<file path="src/m64b_pkg.sv">
`timescale 1ns / 1ps
// ----------------------------------------------------------------------------
// m64b_pkg
// Shared types and constants of the two-lane 64-bit Murmur stream hasher.
// ----------------------------------------------------------------------------
package m64b_pkg;

    localparam logic [31:0] MIX_MUL    = 32'h5bd1_e995;
    localparam logic [31:0] SEED_RESET = 32'hEE6B_27EB;

    // register byte address
    localparam logic [0:0] ADDR_HASH_SEED = 1'b0;

    typedef enum logic [3:0] {
        ST_IDLE,
        ST_MIX1,
        ST_MIX2,
        ST_LANE,
        ST_TAIL,
        ST_FIN1,
        ST_FIN2,
        ST_FIN3,
        ST_FIN4,
        ST_OUT
    } t_ctl_state;

    typedef enum logic [3:0] {
        OP_NONE,
        OP_MIX1,
        OP_MIX2,
        OP_LANE,
        OP_TAIL,
        OP_FIN1,
        OP_FIN2,
        OP_FIN3,
        OP_FIN4
    } t_dp_op;

    typedef struct packed {
        logic   load;      // capture input beat, start message if idle
        t_dp_op op;        // multiplier step
        logic   out_load;  // move lanes into the hash output register
    } t_dp_cmd;

    typedef struct packed {
        logic in_full;     // input beat carries a full word
        logic in_tail;     // input beat carries 1 to 3 bytes
        logic in_last;     // input beat ends the message
        logic item_last;   // captured beat ends the message
    } t_dp_status;

endpackage

</file>
<file path="src/m64b_datapath.sv">
`timescale 1ns / 1ps
// ----------------------------------------------------------------------------
// m64b_datapath
// Lane registers, seed register and the shared 32x32 multiplier by MIX_MUL.
// ----------------------------------------------------------------------------
module m64b_datapath (
    input  logic                 i_clk,
    input  logic                 i_rst_n,
    input  logic [31:0]          i_data_word,
    input  logic [2:0]           i_valid_bytes,
    input  logic                 i_last_item,
    input  logic [30:0]          i_message_length,
    input  logic                 i_cfg_we,
    input  logic [31:0]          i_cfg_wdata,
    output logic [31:0]          o_seed,
    input  m64b_pkg::t_dp_cmd    i_cmd,
    output m64b_pkg::t_dp_status o_status,
    output logic [63:0]          o_hash_value
);
    import m64b_pkg::*;

    logic [31:0] r_lane_one;
    logic [31:0] r_lane_two;
    logic        r_next_two;
    logic        r_mid;
    logic [31:0] r_seed;
    logic [31:0] r_k;
    logic [1:0]  r_nbytes;
    logic        r_last;
    logic [63:0] r_hash;

    logic [31:0] mul_a;
    logic [31:0] prod;
    logic [31:0] tail_mask;

    always_comb begin
        unique case (r_nbytes)
            2'd1:    tail_mask = 32'h0000_00ff;
            2'd2:    tail_mask = 32'h0000_ffff;
            2'd3:    tail_mask = 32'h00ff_ffff;
            default: tail_mask = 32'h0000_0000;
        endcase
    end

    always_comb begin
        unique case (i_cmd.op)
            OP_MIX1: mul_a = r_k;
            OP_MIX2: mul_a = r_k ^ (r_k >> 24);
            OP_LANE: mul_a = r_next_two ? r_lane_two : r_lane_one;
            OP_TAIL: mul_a = r_lane_two ^ (r_k & tail_mask);
            OP_FIN1: mul_a = r_lane_one ^ (r_lane_two >> 18);
            OP_FIN2: mul_a = r_lane_two ^ (r_lane_one >> 22);
            OP_FIN3: mul_a = r_lane_one ^ (r_lane_two >> 17);
            OP_FIN4: mul_a = r_lane_two ^ (r_lane_one >> 19);
            default: mul_a = r_k;
        endcase
    end

    assign prod = mul_a * MIX_MUL;

    always_ff @(posedge i_clk) begin
        if (!i_rst_n) begin
            r_lane_one <= '0;
            r_lane_two <= '0;
            r_next_two <= 1'b0;
            r_mid      <= 1'b0;
            r_seed     <= SEED_RESET;
        end else begin
            if (i_cfg_we) begin
                r_seed <= i_cfg_wdata;
            end
            if (i_cmd.load) begin
                r_mid <= !i_last_item;
                if (!r_mid) begin
                    r_lane_one <= r_seed ^ {1'b0, i_message_length};
                    r_lane_two <= '0;
                    r_next_two <= 1'b0;
                end
            end
            unique case (i_cmd.op)
                OP_LANE: begin
                    if (r_next_two) begin
                        r_lane_two <= prod ^ r_k;
                    end else begin
                        r_lane_one <= prod ^ r_k;
                    end
                    r_next_two <= !r_next_two;
                end
                OP_TAIL, OP_FIN2, OP_FIN4: r_lane_two <= prod;
                OP_FIN1, OP_FIN3:          r_lane_one <= prod;
                default: ;
            endcase
        end
    end

    // captured beat, mixed word and hash output register; no reset needed
    always_ff @(posedge i_clk) begin
        if (i_cmd.load) begin
            r_k      <= i_data_word;
            r_nbytes <= i_valid_bytes[1:0];
            r_last   <= i_last_item;
        end else if (i_cmd.op == OP_MIX1 || i_cmd.op == OP_MIX2) begin
            r_k <= prod;
        end
        if (i_cmd.out_load) begin
            r_hash <= {r_lane_one, r_lane_two};
        end
    end

    assign o_status.in_full   = i_valid_bytes[2];
    assign o_status.in_tail   = !i_valid_bytes[2] && (i_valid_bytes[1:0] != 2'd0);
    assign o_status.in_last   = i_last_item;
    assign o_status.item_last = r_last;

    assign o_seed       = r_seed;
    assign o_hash_value = r_hash;

endmodule

</file>
<file path="src/m64b_controller.sv">
`timescale 1ns / 1ps
// ----------------------------------------------------------------------------
// m64b_controller
// Sequences the multiplier steps of one beat and owns the output valid flag.
// ----------------------------------------------------------------------------
module m64b_controller (
    input  logic                 i_clk,
    input  logic                 i_rst_n,
    input  logic                 i_in_valid,
    output logic                 o_in_stall,
    output logic                 o_out_valid,
    input  logic                 i_out_stall,
    input  m64b_pkg::t_dp_status i_status,
    output m64b_pkg::t_dp_cmd    o_cmd
);
    import m64b_pkg::*;

    t_ctl_state r_state;
    t_ctl_state n_state;
    logic       r_out_valid;
    logic       n_out_valid;
    logic       out_free;

    assign out_free = !r_out_valid || !i_out_stall;

    always_comb begin
        n_state = r_state;
        unique case (r_state)
            ST_IDLE: begin
                if (i_in_valid) begin
                    priority if (i_status.in_full) n_state = ST_MIX1;
                    else if (i_status.in_tail)    n_state = ST_TAIL;
                    else if (i_status.in_last)    n_state = ST_FIN1;
                    else                          n_state = ST_IDLE;
                end
            end
            ST_MIX1: n_state = ST_MIX2;
            ST_MIX2: n_state = ST_LANE;
            ST_LANE, ST_TAIL: n_state = i_status.item_last ? ST_FIN1 : ST_IDLE;
            ST_FIN1: n_state = ST_FIN2;
            ST_FIN2: n_state = ST_FIN3;
            ST_FIN3: n_state = ST_FIN4;
            ST_FIN4: n_state = ST_OUT;
            ST_OUT:  n_state = out_free ? ST_IDLE : ST_OUT;
            default: n_state = ST_IDLE;
        endcase
    end

    always_comb begin
        o_cmd.load     = 1'b0;
        o_cmd.op       = OP_NONE;
        o_cmd.out_load = 1'b0;
        unique case (r_state)
            ST_IDLE: o_cmd.load = i_in_valid;
            ST_MIX1: o_cmd.op = OP_MIX1;
            ST_MIX2: o_cmd.op = OP_MIX2;
            ST_LANE: o_cmd.op = OP_LANE;
            ST_TAIL: o_cmd.op = OP_TAIL;
            ST_FIN1: o_cmd.op = OP_FIN1;
            ST_FIN2: o_cmd.op = OP_FIN2;
            ST_FIN3: o_cmd.op = OP_FIN3;
            ST_FIN4: o_cmd.op = OP_FIN4;
            ST_OUT:  o_cmd.out_load = out_free;
            default: ;
        endcase
    end

    always_comb begin
        n_out_valid = r_out_valid;
        if (o_cmd.out_load) begin
            n_out_valid = 1'b1;
        end else if (!i_out_stall) begin
            n_out_valid = 1'b0;
        end
    end

    always_ff @(posedge i_clk) begin
        if (!i_rst_n) begin
            r_state     <= ST_IDLE;
            r_out_valid <= 1'b0;
        end else begin
            r_state     <= n_state;
            r_out_valid <= n_out_valid;
        end
    end

    assign o_in_stall  = (r_state != ST_IDLE);
    assign o_out_valid = r_out_valid;

endmodule

</file>
<file path="src/murmur64b_hash_stream.sv">
`timescale 1ns / 1ps
// ----------------------------------------------------------------------------
// murmur64b_hash_stream
// Two-lane 64-bit Murmur hash over a stream of little-endian 32-bit words.
// ----------------------------------------------------------------------------
//  channel   direction  handshake               payload
//  in        sink       i_in_valid / o_in_stall data_word, valid_bytes,
//                                               last_item, message_length
//  out       source     o_out_valid/i_out_stall hash_value
//  cfg       APB slave  psel/penable/pready     hash_seed at address 0
//
//  One 32x32 multiplier is shared by all steps, one step per cycle.
//  A full word runs MIX1, MIX2 and LANE, a 1-3 byte tail runs TAIL, an empty
//  beat only loads; a last beat adds FIN1 to FIN4 and the output load in OUT.
//  The output register lets the next message start while a hash waits;
//  a second hash waits in the load state until the first is taken.
//  Synchronous active-low reset clears lanes, control and sets the seed.
// ----------------------------------------------------------------------------
module murmur64b_hash_stream (
    input  logic        i_clk,
    input  logic        i_rst_n,
    input  logic        i_in_valid,
    output logic        o_in_stall,
    input  logic [31:0] i_data_word,
    input  logic [2:0]  i_valid_bytes,
    input  logic        i_last_item,
    input  logic [30:0] i_message_length,
    output logic        o_out_valid,
    input  logic        i_out_stall,
    output logic [63:0] o_hash_value,
    input  logic        psel,
    input  logic        penable,
    input  logic        pwrite,
    input  logic [0:0]  paddr,
    input  logic [31:0] pwdata,
    output logic [31:0] prdata,
    output logic        pready
);
    import m64b_pkg::*;

    t_dp_cmd    cmd;
    t_dp_status status;
    logic       cfg_we;
    logic [31:0] seed;

    assign pready = 1'b1;
    assign cfg_we = psel && penable && pwrite && (paddr == ADDR_HASH_SEED);
    assign prdata = (paddr == ADDR_HASH_SEED) ? seed : 32'h0;

    m64b_controller u_ctl (
        .i_clk       (i_clk),
        .i_rst_n     (i_rst_n),
        .i_in_valid  (i_in_valid),
        .o_in_stall  (o_in_stall),
        .o_out_valid (o_out_valid),
        .i_out_stall (i_out_stall),
        .i_status    (status),
        .o_cmd       (cmd)
    );

    m64b_datapath u_dp (
        .i_clk            (i_clk),
        .i_rst_n          (i_rst_n),
        .i_data_word      (i_data_word),
        .i_valid_bytes    (i_valid_bytes),
        .i_last_item      (i_last_item),
        .i_message_length (i_message_length),
        .i_cfg_we         (cfg_we),
        .i_cfg_wdata      (pwdata),
        .o_seed           (seed),
        .i_cmd            (cmd),
        .o_status         (status),
        .o_hash_value     (o_hash_value)
    );

endmodule

</file>
<file path="config.mk">
export PLATFORM = sky130hd
export DESIGN_NAME = murmur64b_hash_stream
export DESIGN_NICKNAME = d
export VERILOG_FILES = /design/src/m64b_pkg.sv /design/src/m64b_datapath.sv /design/src/m64b_controller.sv /design/src/murmur64b_hash_stream.sv
export SDC_FILE = /design/constraint.sdc
export NUM_CORES = 1
export LEC_CHECK = 0
export ABC_AREA = 1
export BUFFER_PORTS_ARGS = -buffer_cell sky130_fd_sc_hd__buf_2
export CORE_ASPECT_RATIO = 1.4
export CORE_MARGIN = 2
export CORE_UTILIZATION = 35
export CTS_BUF_LIST = sky130_fd_sc_hd__clkbuf_2
export DETAILED_ROUTE_END_ITERATION = 8
export PLACE_DENSITY = 0.52
export SLEW_MARGIN = 20
export SYNTH_ARGS = -nofsm -noshare
export SYNTH_HDL_FRONTEND = slang
export SYNTH_SLANG_ARGS = --single-unit
export TNS_END_PERCENT = 5
</file>
<file path="constraint.sdc">
create_clock -name i_clk -period 16.4 [get_ports i_clk]
set_input_delay 2.46 -clock i_clk [delete_from_list [all_inputs] [get_ports i_clk]]
set_output_delay 2.46 -clock i_clk [all_outputs]
set_load 0.03 [all_outputs]
</file>
==> Word level (Yosys, flattened, before mapping) <==
Cells that the tools add are included.
{ "word_totals": {"word_cells": 94, "input_bits": 107, "regBits": 202, "out_inout_bits": 99} }
{ "classes": {"n_mul": 1, "eq_ne": 23, "bitwise_logic": 10, "n_reduce_logical": 20, "mux": 29} }
{ "op_table": {"columns": ["operator", "count"], "rows": [
  ["32-bit two-way mux", 10],
  ["32-bit one-hot mux with 7 select lines", 1],
  ["32-bit one-hot mux with 2 select lines", 2],
  ["24-bit one-hot mux with 3 select lines", 1],
  ["32-bit bitwise XOR", 2],
  ["4-bit one-hot mux with 9 select lines", 1],
  ["32-bit by 24-bit bitwise AND with 32-bit output", 1],
  ["4-bit by 3-bit == test with 1-bit output (second input constant)", 8],
  ["32-bit by 31-bit multiplier with 32-bit output (second input constant)", 1],
  ["4-bit one-hot mux with 8 select lines", 1],
  ["32-bit by 10-bit bitwise XOR with 32-bit output", 1],
  ["32-bit by 13-bit bitwise XOR with 32-bit output", 1],
  ["32-bit by 14-bit bitwise XOR with 32-bit output", 1],
  ["32-bit by 15-bit bitwise XOR with 32-bit output", 1],
  ["32-bit by 31-bit bitwise XOR with 32-bit output", 1],
  ["32-bit by 8-bit bitwise XOR with 32-bit output", 1],
  ["4-bit by 2-bit == test with 1-bit output (second input constant)", 4],
  ["4-bit two-way mux", 4],
  ["4-bit == test (second input constant)", 3],
  ["4-bit by 1-bit == test with 1-bit output (second input constant)", 2],
  ["1-bit two-way mux", 7],
  ["3-bit two-way mux", 2],
  ["2-bit nonzero test", 3],
  ["1-bit logical NOT", 5],
  ["other kinds (12)", 19]
]} }

==> Longest topological paths before layout <==
Gate-level depths: netlist of the first run.
{ "logic_depth": {"word_depth": 9, "ltp_mapped": 43, "mapped_depth_nobuf": 42} }

==> Modules after synthesis <==
A second synthesis of the first run with hierarchy kept.
{ "hier_totals": {"hier_cells": 2543, "area_unflattened_um2": 20503.4} }
{ "by_module_without_submodules": {"columns": ["module", "area_per_inst_um2", "n_inst", "cells_each", "seq_area_each_um2"], "rows": [
  ["m64b_datapath", 19832.8, 1, 2407, 4934.7],
  ["m64b_controller", 354.1, 1, 62, 100.1],
  ["murmur64b_hash_stream", 316.6, 1, 74, 0.0]
]} }

==> Worst setup path after synthesis of the first run <==
Ideal clock, no wire load.
{ "synth_path": {"kind": "register to register", "startpoint": "register u_ctl.r_state[2]", "endpoint": "register u_dp.r_lane_one[28]", "path_slack_ns": 8.823, "path_stages_with_launch": 34, "setup_ns": 0.074, "path_buffers": 2, "arrival_ns": 7.503, "synth_period_minus_slack_ns": 7.577, "t_required_ns": 16.326, "cell_sequence": "dfxtp_1 > nor2_2 > nand3_2 > buf_2 > buf_1 > o21ai_0 > a311oi_1 > o211ai_1 > ha_1 > ha_1 > fa_1 > inv_1 > fa_1 > inv_1 > fa_1 > inv_1 > fa_1 > inv_1 > fa_1 > inv_1 > fa_1 > inv_1 > ha_1 > a21oi_1 > o21ai_0 > a21oi_1 > nand3_1 > a21oi_1 > o21ai_0 > or2_2 > nand2_1 > xor2_1 > nand2_1 > a31oi_1"} }
{ "synth_between": {"elab_chain_cells": 8, "elab_cells_between_ends": 25, "cone_classes": "mul: 1; eq/ne: 15; mux: 6; bitwise: 1; reduce/logical: 2"} }
{ "synth_lines": {"columns": ["element", "line", "rtl"], "rows": [
  ["start: declaration", "m64b_controller.sv:18", "t_ctl_state r_state;"],
  ["start signal: assignment", "m64b_controller.sv:82", "r_state <= n_state;"],
  ["4-bit == test, or another cell as far along", "m64b_controller.sv:53", "unique case (r_state)"],
  ["4-bit one-hot mux with 8 select lines", "m64b_controller.sv:53", null],
  ["4-bit == test, or another cell as far along", "m64b_datapath.sv:46", "unique case (i_cmd.op)"],
  ["32-bit one-hot mux with 7 select lines", "m64b_datapath.sv:46", null],
  ["32-bit by 31-bit multiplier with 32-bit output", "m64b_datapath.sv:59", "assign prod = mul_a * MIX_MUL;"],
  ["32-bit bitwise XOR", "m64b_datapath.sv:85", "r_lane_one <= prod ^ r_k;"],
  ["32-bit two-way mux", "m64b_datapath.sv:82", "if (r_next_two) begin"],
  ["32-bit one-hot mux with 2 select lines (*)", "m64b_datapath.sv:80", "unique case (i_cmd.op)"],
  ["end signal: assignment", "m64b_datapath.sv:75", "r_lane_one <= r_seed ^ {1'b0, i_message_length};"],
  ["end signal: assignment", "m64b_datapath.sv:85", null],
  ["end signal: assignment", "m64b_datapath.sv:90", "OP_FIN1, OP_FIN3: r_lane_one <= prod;"],
  ["end: declaration", "m64b_datapath.sv:22", "logic [31:0] r_lane_one;"]
]} }
Mark *: on every way between the ends. The rest lies on a longest branch, timed or not.
A chain may end at the register's enable or synchronous reset.

==> Final worst setup path of the first run <==
{ "layout_path": {"startpoint": "register u_ctl.r_state[0]", "endpoint": "register u_dp.r_lane_one[30]"} }
The elaborated chain is that of the path after synthesis.

==> results of run 1 <==
## layer usage
layer / GRT usage / part of all wire
met2: 0.482 / 0.51
met3: 0.0315 / 0.051
met1: 0.280 / 0.37
met5: 0 / 0
met4: 0.170 / 0.072
## final cells by class
cell class                 instances  area share
inverter                         551      0.0924
multi-input combinational       1645       0.568
tap                              735      0.0411
sequential                       202       0.225
antenna                            1    0.000112
timing repair buffer             232      0.0550
clock inverter                    20     0.00369
clock buffer                      67      0.0150
## cell usage after synthesis, drive strengths merged, types with 7 or more instances
master  number
o211ai      30
nor3        20
nor2       116
nand2      454
o21ai      122
edfxtp      99
xnor2       52
nand4       12
inv        546
clkbuf      51
dfxtp      103
or2         23
a22oi        7
xor2        43
ha         215
nand3      125
a21oi      128
a31oi       47
buf         13
o22ai       21
fa         178
## cells by family (layout without fill, tap and decap cells)
logic type                 Yosys count  in the layout  share of synthesized area
DFF                                202            202                      0.251
adders and majority gates          393            393                      0.312
xor gates and xnor gates            95             95                     0.0415
AOI/OAI and AO/OA                  396            396                      0.115
buffers and inverters              615            870                      0.116
other                                1              2                   0.000187
and+or+nand+nor                    760            760                      0.163
## registers in the layout, summed over array words and instances, names as in the netlist
| register | flops |
|---|---|
| u_dp.o_seed | 32 |
| u_ctl.r_state | 4 |
| u_dp.r_lane_two | 32 |
| u_dp.r_last | 1 |
| u_dp.r_lane_one | 32 |
| u_dp.r_nbytes | 2 |
| u_ctl.o_out_valid | 1 |
| u_dp.r_k | 32 |
| u_dp.o_hash_value | 64 |
| u_dp.r_mid | 1 |
| u_dp.r_next_two | 1 |
## worst max path at each step
stage | depth (start not counted) | to
floorplan | 33 | u_dp.r_lane_one[28]$_SDFF_PN0_
CTS | 37 | u_dp.r_lane_one[30]$_SDFF_PN0_
global placement | 36 | u_dp.r_lane_one[28]$_SDFF_PN0_
detailed placement | 37 | u_dp.r_lane_one[30]$_SDFF_PN0_
global route | 38 | u_dp.r_lane_one[30]$_SDFF_PN0_
finish | 37 | u_dp.r_lane_one[30]$_SDFF_PN0_
## worst max-delay path: cells and delay by family (launching register included)
family          cells  cell delay (ns)
compound gates     10             2.45
xor+xnor            1             0.20
fa+ha+maj           9             3.81
buf+inv             8             0.77
flops               1             0.38
simple gates        9             1.77
## through the flow
stage,instances,utilization
3_5_place_dp,3365,0.389
4_1_cts,3452,0.396
3_3_place_gp,3365,0.389
6_report,3453,0.396
5_1_grt,3453,0.396
2_1_floorplan,2462,-
==> reports/qor.csv, run 1 <==
metric,value,unit
cts-hold-fix-buffers,0,
placement.io_buffers,204,
fin_tns_setup,0,ns
hold_path_depth,0,
synth_top_cell_by_area,fa_1,
ys_ff_latch,202,
worst_slew_pin_slew,1.15,ns
grt_overflow,0,
drv_slew,0,
cp-end-kind,register,
fin_crit,9.56,ns
grt_pass1_wl,114,mm
final_layout_size_suffix_gt1_frac,0.139,
start_util,0.355,
maxSlewHeadroom,0.227,
dp_hpwl,62.7,mm
ant_nets,0,
finalHoldWorstSlack,0.442,ns
fp.coreArea,0.0564,sq mm
arrival,10.32,ns
hold_violations,0,
synth_edf_count,99,
layout_common_cells,"inv_1 (527), nand2_1 (443), ha_1 (215)",
min_to,u_dp.o_hash_value[48]$_DFFE_PP_,
seq_area_frac_synth,0.251,
synth_ff_type,dfxtp_1,
antenna_found_initial,1,
cp_slowest_cell,fa_1,
cts.clk_slew.worst_paths,0.14,ns
layout_commonest_cell,inv_1,
nets,3179,
synth_area,0.0200,sq mm
die_w,206,um
synth.area.top_cells,"fa_1 (18%), edfxtp_1 (15%), ha_1 (13%)",
die_h,287,um
syn_inst,2462,
drtIter0Drc,1217,
outcome,completed,
grt_max_degree,69,
avgRoutedWirePerCell,22.5,um
multiInputGateArea,0.0127,sq mm
rrSetupSlack,6.84,ns
avgSynthCellArea,8.14,sq um
via_per_inst,5.17,
cts_resized,0,
ioPinCount,206,
cts_tree,yes,
vias,17800,
ys_warn_count,0,
max_stage_delay,0.53,ns
register_area,0.00503,sq mm
postLayoutSetupSlackWorst,6.84,ns
fillCellCount,5893,
htreeDepth,2,
cts.sinks,202,
skew,0.0743,ns
finalSetupViolCount,0,
cp_max_fo,15,
worstSetupPathType,reg2reg,
clock_path_buffers,3,
postCtsSetupRepairBufs,0,
numCtsBuffers,47,
worstRegToRegCells,37,
synthArstFlopShare,0,
syn_nets,2962,
synth_top_area_frac,0.178,
first_pass_iters,5,
root_buffer,clkbuf_2,
ys_types,55,
clock_latency,0.91,ns
first_global_vias,18500,
placed_area,0.0220,sq mm
wl,77.5,mm
startpoint,u_ctl.r_state[0]$_SDFFE_PN0P_,
routabilityCongestion,1.04,
period_share,0.583,
min-delay-start,u_dp.r_lane_one[16]$_SDFF_PN0_,
cp.required,17.17,ns
rsz0062_at_grt,no,
r2r-end,u_dp.r_lane_one[30]$_SDFF_PN0_,
min-delay-path-class,reg2reg,
crit_top_cell,inv_1,
dp_slack,7.13,ns
grt_usage,0.262,
syn2layout_area_growth,11.7,%
max_freq,0.105,GHz
die_area,0.0592,sq mm
reg2reg_from,u_ctl.r_state[0]$_SDFFE_PN0P_,
fin_area,0.0224,sq mm
startpoint_type,register,
drc,0,
max_cap_violations,0,
row_count,103,
Power of run 1 is not shown: default switching activity piles up to over one toggle a cycle in this logic, so the estimate is an artifact.
==> run 2: changes to the inputs <==
- ABC_AREA: 1 -> 0
- clock period: 16.4 -> 9.75 ns (I/O delays scaled with it)
==> reports/qor.csv, run 2 <==
metric,value,unit
die_h,283,um
largest_reg_flops,64,
vias,16800,
postCtsSetupRepairBufs,0,
rsz0062_at_grt,no,
min-delay-start,u_dp.o_seed[2]$_SDFFE_PN0P_,
max_cap_violations,0,
root_buffer,clkbuf_2,
min-delay-path-class,reg2reg,
placement.io_buffers,204,
reg2reg_from,u_ctl.r_state[1]$_SDFFE_PN0P_,
r2r-end,u_dp.r_lane_one[30]$_SDFF_PN0_,
hold_violations,0,
max_stage_delay,0.58,ns
avgSynthCellArea,9.01,sq um
netlist_top_cells_count,"inv_1 (375), ha_1 (215), nand2_1 (212)",
nets,2896,
max_freq,0.107,GHz
cts_tree,yes,
drv_slew,0,
startpoint_type,register,
cts.sinks,202,
ys_ff_latch,202,
grt_pass1_wl,107,mm
cts-hold-fix-buffers,0,
ys_warn_count,0,
cp.required,10.50,ns
final_layout_size_suffix_gt1_frac,0.155,
worst-path-buf-inv,9,
die_w,203,um
syn_inst,2155,
row_count,102,
cts_resized,0,
worst_slew_pin_slew,1.06,ns
clock_path_buffers,3,
ioPinCount,206,
dp_cells,3078,
synth_edf_count,99,
arrival,10.09,ns
antenna_found_initial,1,
grt_max_degree,51,
routabilityCongestion,0.991,
fp.coreArea,0.0551,sq mm
start_util,0.352,
fin_area,0.0221,sq mm
via_per_inst,5.33,
syn_nets,2655,
maxSlewHeadroom,0.294,
rrSetupSlack,0.41,ns
outcome,completed,
fin_tns_setup,0,ns
hold_path_depth,2,
startpoint,u_ctl.r_state[1]$_SDFFE_PN0P_,
syn2layout_area_growth,13.6,%
layout_commonest_cell,inv_1,
finalSetupViolCount,0,
period_share,0.958,
die_area,0.0574,sq mm
htreeDepth,2,
synth_ff_type,dfxtp_1,
synth_top_area_frac,0.184,
cp_max_fo,17,
fin_cells,3160,
cp-end-kind,register,
synthArstFlopShare,0,
path_delay_family,adder cells,
cts.clk_slew.worst_paths,0.13,ns
ant_nets,0,
drtIter0Drc,1286,
synthMostInstantiatedCell,inv_1,
first_pass_iters,8,
synth.area.top_cells,"fa_1 (18%), edfxtp_1 (15%), ha_1 (14%)",
placed_area,0.0216,sq mm
grt_usage,0.249,
clock_latency,0.88,ns
cp_slowest_cell,dfxtp_1,
seq_area_frac_synth,0.259,
ys_types,76,
first_global_vias,17400,
worstRegToRegCells,35,
avgRoutedWirePerCell,22.6,um
wl,71.6,mm
synth_top_cell_by_area,fa_1,
dp_hpwl,58.0,mm
synth_area,0.0194,sq mm
min_to,u_dp.o_seed[2]$_SDFFE_PN0P_,
fin_crit,9.34,ns
numCtsBuffers,44,
worstSetupPathType,reg2reg,
layout_common_cells,"inv_1 (374), ha_1 (215), nand2_1 (212)",
skew,0.0641,ns
drc,0,
grt_overflow,0,
[run 2: cell count changes in the layout (fill, tap and decap cells not counted), moves of 26 or more]
cell / before / now
nor2_1: 105 / 131
a31oi_1: 47 / 17
nor2b_1: 0 / 43
buf_4: 28 / 79
inv_1: 527 / 374
xnor2_1: 52 / 84
nand2_1: 443 / 212
nand3_1: 121 / 57
[run 2: cell families after synthesis]
group / synth area share
AOI/OAI and AO/OA: 0.150
adders and majority gates: 0.322
other: 0.000193
DFF: 0.259
muxes: 0.00470
xor gates and xnor gates: 0.0507
and+or+nand+nor: 0.122
buffers and inverters: 0.0915
[run 2: worst max-delay path by stage]
| stage | to | slack, ns | cells past startpoint |
|---|---|---|---|
| 3_3_place_gp | u_dp.r_lane_one[30]$_SDFF_PN0_ | 0.42 | 33 |
| 4_1_cts | u_dp.r_lane_one[30]$_SDFF_PN0_ | 0.27 | 32 |
| 3_5_place_dp | u_dp.r_lane_one[30]$_SDFF_PN0_ | 0.33 | 32 |
| 6_report | u_dp.r_lane_one[30]$_SDFF_PN0_ | 0.41 | 35 |
| 2_1_floorplan | u_dp.r_lane_one[31]$_SDFF_PN0_ | 1.49 | 31 |
| 5_1_grt | u_dp.r_lane_one[30]$_SDFF_PN0_ | 0.09 | 35 |
[run 2: area by class of cell]
type                            instances  area [sq um]
Timing Repair Buffer                  283          1610
Inverter                              376          1410
Multi-Input combinational cell       1489         12700
Antenna cell                            1          2.50
Clock inverter                         19           100
Sequential cell                       202          5040
Clock buffer                           62           310
Tap cell                              728           911
Fill cell                            5664         33100
[run 2: metal layers]
| layer | vias up | GRT usage | part of all wire |
|---|---|---|---|
| met2 | 663 | 0.456 | 0.51 |
| met4 | 0 | 0.144 | 0.062 |
| met1 | 8231 | 0.282 | 0.38 |
| met5 | - | 0 | 0 |
| li1 | 7755 | - | - |
| met3 | 179 | 0.0264 | 0.050 |
[run 2: per-stage QoR]
step                hold slack (ns)  setup WS [ns]  utilization
floorplan                     0.425           1.49            -
global placement              0.465          0.424        0.392
detailed placement            0.474          0.330        0.392
CTS                           0.491          0.274        0.400
global route                  0.512         0.0852        0.400
finish                        0.489          0.413        0.400
[run 2: worst register-to-register path: cells and delay by family, from the launching register on]
kind,cells,cell delay [ns]
AOI/OAI and AO/OA,10,2.38
xor gates and xnor gates,1,0.23
adders and majority gates,9,3.67
buffers and inverters,9,1.35
DFF,1,0.58
and+or+nand+nor,6,1.06
Power of run 2 is left out for the same reason.
